File: src/rtl/tcp_flow_tracker_defines.svh
// Assertion helpers shared by the flow tracker RTL.
// Each macro expects clk_i and rst_ni in scope.
`ifndef TCP_FLOW_TRACKER_DEFINES_SVH
`define TCP_FLOW_TRACKER_DEFINES_SVH

// Same-cycle implication.
`define TFT_ASSERT_IMP(lbl, ante, cons, msg) \
  lbl: assert property (@(posedge clk_i) disable iff (!rst_ni) (ante) |-> (cons)) \
    else $error(msg);

// Next-cycle implication.
`define TFT_ASSERT_NXT(lbl, ante, cons, msg) \
  lbl: assert property (@(posedge clk_i) disable iff (!rst_ni) (ante) |=> (cons)) \
    else $error(msg);

`endif

File: src/rtl/tft_pkg.sv
// ----------------------------------------------------------------------------
// tft_pkg
// Types, codes and helpers for the TCP flow tracker.
// ----------------------------------------------------------------------------
package tft_pkg;

  localparam int unsigned SETS_DEF = 1024;
  localparam int unsigned WAYS_DEF = 4;

  // teardown state codes
  localparam logic [3:0] ST_CLOSED     = 4'h0;
  localparam logic [3:0] ST_ESTAB      = 4'h3;
  localparam logic [3:0] ST_FIN_WAIT_1 = 4'h4;
  localparam logic [3:0] ST_CLOSE_WAIT = 4'h5;
  localparam logic [3:0] ST_FIN_WAIT_2 = 4'h6;
  localparam logic [3:0] ST_LAST_ACK   = 4'h7;
  localparam logic [3:0] ST_TIME_WAIT  = 4'h8;

  localparam logic OP_PACKET = 1'b0;
  localparam logic OP_DRAIN  = 1'b1;

  typedef struct packed {
    logic        op;
    logic [31:0] src_ip;
    logic [31:0] dst_ip;
    logic [15:0] src_port;
    logic [15:0] dst_port;
    logic [15:0] payload_len;
    logic        fin_flag;
    logic        ack_flag;
  } in_t;

  typedef struct packed {
    logic        record_valid;
    logic [31:0] flow_src_ip;
    logic [15:0] flow_src_port;
    logic [31:0] flow_dst_ip;
    logic [15:0] flow_dst_port;
    logic [31:0] up_bytes;
    logic [31:0] down_bytes;
    logic [31:0] up_packets;
    logic [31:0] down_packets;
    logic [3:0]  final_state;
    logic        dropped;
    logic        table_empty;
  } out_t;

  typedef struct packed {
    logic [31:0] src_ip;
    logic [31:0] dst_ip;
    logic [15:0] src_port;
    logic [15:0] dst_port;
    logic [31:0] up_bytes;
    logic [31:0] down_bytes;
    logic [31:0] up_packets;
    logic [31:0] down_packets;
    logic [3:0]  tstate;
  } entry_t;

  typedef enum logic [2:0] {
    CS_CLEAR,
    CS_IDLE,
    CS_HASH,
    CS_DIV,
    CS_READ,
    CS_UPDATE,
    CS_SCAN
  } ctl_state_e;

  function automatic logic [31:0] sat_add(input logic [31:0] a, input logic [31:0] b);
    logic [32:0] s;
    s = {1'b0, a} + {1'b0, b};
    return s[32] ? 32'hffff_ffff : s[31:0];
  endfunction

endpackage

File: src/rtl/tft_set_index.sv
// ----------------------------------------------------------------------------
// tft_set_index
// Two-stage flow hash and set index: hash, then reduction mod SETS by
// reciprocal multiply. Result is valid once hash_q and then quot_q hold the settled tuple.
// ----------------------------------------------------------------------------
module tft_set_index #(
  parameter int unsigned SETS = tft_pkg::SETS_DEF,
  localparam int unsigned RB  = (SETS > 1) ? $clog2(SETS) : 1
) (
  input  logic          clk_i,
  input  tft_pkg::in_t  tuple_i,
  output logic [RB-1:0] set_idx_o
);

  // ceil(2^32 / SETS); exact quotient for any 16-bit hash
  localparam logic [32:0] RECIP = 33'(((64'd1 << 32) + 64'(SETS) - 64'd1) / 64'(SETS));

  logic [31:0] prod;
  logic [31:0] mix;
  logic [15:0] hash_d, hash_q;
  logic [48:0] qprod;
  logic [15:0] quot_q;
  logic [32:0] back;
  logic [32:0] rem;

  assign prod   = 32'(tuple_i.src_port) * 32'(tuple_i.dst_port);
  assign mix    = tuple_i.src_ip ^ tuple_i.dst_ip ^ prod;
  assign hash_d = {8'h00, mix[7:0]} ^ mix[31:16];

  assign qprod = 49'(hash_q) * 49'(RECIP);

  always_ff @(posedge clk_i) begin
    hash_q <= hash_d;
    quot_q <= qprod[47:32];
  end

  assign back      = 33'(quot_q) * 33'(SETS);
  assign rem       = 33'(hash_q) - back;
  assign set_idx_o = rem[RB-1:0];

endmodule

File: config.mk
export PLATFORM = sky130hd
export DESIGN_NAME = tft_set_index
export DESIGN_NICKNAME = d
export VERILOG_FILES = /design/src/rtl/tcp_flow_tracker_defines.svh /design/src/rtl/tft_pkg.sv /design/src/rtl/tft_set_index.sv
export SDC_FILE = /design/constraint.sdc
export NUM_CORES = 1
export LEC_CHECK = 0
export BUFFER_PORTS_ARGS = -buffer_cell sky130_fd_sc_hd__buf_4
export CORE_ASPECT_RATIO = 1.2
export CORE_MARGIN = 4
export CORE_UTILIZATION = 50
export CTS_CLUSTER_DIAMETER = 150
export DETAILED_ROUTE_END_ITERATION = 6
export GPL_TIMING_DRIVEN = 0
export PLACE_DENSITY = 0.83
export SLEW_MARGIN = 0
export SYNTH_ARGS = -nofsm -noshare
export SYNTH_HDL_FRONTEND = slang
export SYNTH_SLANG_ARGS = --single-unit
File: constraint.sdc
create_clock -name clk_i -period 6.9 [get_ports clk_i]
set_input_delay 1.035 -clock clk_i [delete_from_list [all_inputs] [get_ports clk_i]]
set_output_delay 1.035 -clock clk_i [all_outputs]
set_load 0.02 [all_outputs]
# [Word level (Yosys, flattened, before mapping)]
# Cells that the tools add are included.
[totals] reg_bits=10 inputBits=116 output_inout_bits=10 elab_cells=6
[classes] n_addsub=1 n_mul=1 n_bitwise=3
[op_table] operator="bitwise XOR 26 bit" n=2
[op_table] operator="multiplier 16 x 16 -> 26 bit" n=1
[op_table] operator="subtractor 10 x 1 -> 10 bit, second input constant" n=1
[op_table] operator="bitwise XOR 8 x 10 -> 10 bit" n=1

# [Logic depth before layout (Yosys ltp)]
[logic_depth] ltp_word=3 ltp_mapped=21 depth_no_buf=20

# [Worst setup path after synthesis]
# No wires, ideal clock.
[synth_path] path_type="input to register" startpoint="input port tuple_i[19] (netlist name)" endpoint="register hash_q[8]" setup_ns=0.136 arrival_ns=5.904 t_required_ns=6.764 setup_slack_ns=0.860 stages=18 path_cell_list="clkbuf_1 > nand2_1 > fa_1 > fa_1 > inv_1 > fa_1 > fa_1 > fa_1 > inv_1 > fa_1 > inv_1 > ha_1 > and2_1 > or2_0 > a21o_1 > a221oi_2 > a311o_1 > o221ai_1"
[synth_via] elab_chain_len=3
[synth_rtl] element="from (decl)" line="tft_set_index.sv:11" text="input tft_pkg::in_t tuple_i,"
[synth_rtl] element="multiplier 16 x 16 -> 26 bit" line="tft_set_index.sv:26" text="assign prod = 32'(tuple_i.src_port) * 32'(tuple_i.dst_port);"
[synth_rtl] element="bitwise XOR 26 bit" line="tft_set_index.sv:27" text="assign mix = tuple_i.src_ip ^ tuple_i.dst_ip ^ prod;"
[synth_rtl] element="bitwise XOR 8 x 10 -> 10 bit" line="tft_set_index.sv:28" text="assign hash_d = {8'h00, mix[7:0]} ^ mix[31:16];"
[synth_rtl] element="named net hash_d[8]" line="tft_set_index.sv:20" text="logic [15:0] hash_d, hash_q;"
[synth_rtl] element="to (signal assigned)" line="tft_set_index.sv:33" text="hash_q <= hash_d;"
[synth_rtl] element="to (decl)" line="tft_set_index.sv:20"
# The timed path passes the listed nets, and every way through them passes these cells.

# [Final worst setup path]
[layout_path] startpoint="input port tuple_i[40] (netlist name)" endpoint="register hash_q[2]"
# Same word-level chain as after synthesis.

==> results.cfg <==
[layout]
layout_common_cells = inv_1 (226), fa_1 (181), nand2_1 (131)
layout-drive-gt1-share_pct = 8.81
largest_reg_flops = 10
final_common_cell = inv_1
area_growth_pct = 11.8
fin_nets = 1360
regMostFlops = hash_q
n_fill_cell = 1365
reg.largest.list = hash_q x10
fin_util_pct = 56.9

[global_routing]
grt_max_degree = 11
grt_pass1_vias = 6928
grt_usage_pct = 23.9
grt_antenna_before_repair = 0
grt_pass1_wl_mm = 33.5
overflow = 0

[route]
drc = 0
vias_per_cell = 5.25
routed_wl_mm = 20.4
ant_nets = 0
wl_per_cell_microns = 17.1
dr.pass1.iters = 5
vias = 6274
drt_iter0_drc = 285

[timing]
tightest_slew_ns = 0.714
rsz0062_at_grt = false
fmax_mhz = 152
setup_tns_ns = 0
slew_headroom_pct = 52.4
drv_slew = 0
fin_crit_sh_pct = 95.2
setup_violations = 0
post-route-min-period_ns = 6.57
finalHoldViolations = 0

[setup_path]
cp_common_cell = fa_1
crit_chain = buf_4 > clkbuf_1 > nand2_1 > fa_1 > inv_1 > fa_1 > inv_1 > fa_1 > inv_1 > fa_1 > fa_1 > inv_1 > fa_1 > inv_1 > ha_1 > a21o_2 > o21bai_1 > a21oi_1 > nor2_1 > a311oi_1
cp_top_family = adder cells
path_buf_inv = 7
critPathMaxFanout = 10
end_kind = register
crit_arrival_ns = 6.69
crit_type = in -> reg
critical_path_required_ns = 7.02
cp_slowest_cell = fa_1
slowest_delay_ns = 0.54
cp-start-kind = primary input

[yosys]
yosysWarnings = 0
synth_flop_cell = dfxtp_1
syn_inst = 905
yosysSeqAreaShare_pct = 2.52
synth-edff-count = 0
synth.distinct_cells = 38
synthTopCellsByArea = fa_1 (46%), ha_1 (12%), inv_1 (11%)
synth.avg_cell_area_sq_um = 8.79
synth_top_area_share_pct = 45.5
synth_nets = 1277
async_flop_share_pct = 0
yosysTopAreaCell = fa_1
synth_seq_cells = 10
synth_area_sq_mm = 0.00796

[clocking]
path_clk_slew_ns = 0.04
root_buffer = clkbuf_16
cts_hold_buf = 0
post_cts.repair.setup_buffers = 0
cts_resized = 0
cts.sinks = 10
h-tree-depth = 1
cts_max_path_buffers = 2
cts_tree = built
cts_buffers = 3

[place]
dpl.hpwl_mm = 17.4
gp_congestion = 0.935
port_buffers = 78

[floorplanning]
die_area_sq_mm = 0.0180
core_area_sq_mm = 0.0156
die_x_microns = 123
die_h_microns = 146
start_util_pct = 50.9
ios = 126
rows = 50

[min_path]
hp-class = in -> reg

[job]
cap_violations = 0

[status]
status = completed
==> area by class of cell <==
cell class / count / area [sq um] / area share, %
well taps: 208 / 260 / 2.93
multi-input cells: 637 / 6790 / 76.3
plain buffers: 32 / 120 / 1.35
inverters: 226 / 848 / 9.54
repair buffers: 78 / 586 / 6.58
clock buffers: 4 / 88.8 / 0.999
flip-flops and latches: 10 / 200 / 2.25
diodes: 1 / 2.50 / 0.0281
==> Yosys cell counts, drive strengths merged (2+ instances only) <==
cell type and number:
and2 118, a21oi 9, nand2 132, and3 3
o21a 3, xor2 9, fa 181, inv 226
dfxtp 10, a31oi 2, nor2 8, nand2b 3
a21o 4, o221ai 2, xnor2 59, o21bai 2
clkbuf 32, o21ai 7, nand3 4, o211ai 2
nor3 3, ha 75
==> path summary, 6_finish.rpt <==
| kind | start | end | slack (ns) | depth (start not counted) |
|---|---|---|---|---|
| hold / removal | tuple_i[74] | hash_q[8]$_DFF_P_ | 1.19 | 3 |
| setup / recovery | tuple_i[40] | hash_q[2]$_DFF_P_ | 0.33 | 20 |
==> cells by family after synthesis <==
family	share of synthesized area, %
compound gates	3.43
xor+xnor	7.48
fa+ha+maj	57.3
buf+inv	12.2
flops	2.52
simple gates	17.1
==> layer usage <==
layer | vias to the layer above | routed length, microns | global-route usage (%)
met1 | 3122 | 6910 | 27.6
met5 | - | 0 | 0
li1 | 2787 | - | -
met2 | 277 | 10800 | 42.4
met4 | 0 | 1120 | 12.1
met3 | 88 | 1560 | 3.60
==> stage by stage <==
step	area (sq um)	worst slack, ns	hold slack (ns)	instances
final	8900	0.331	1.19	1196
after global routing	8890	0.109	1.26	1195
after CTS	8890	0.406	1.20	1195
after detailed placement	8800	0.163	1.45	1191
after global placement	8800	0.219	1.45	1191
after floorplan	7960	0.860	1.29	905
Power is left out: the tool's default activity adds up to more than one toggle a clock period on the data nets, which glitch-free logic cannot reach.
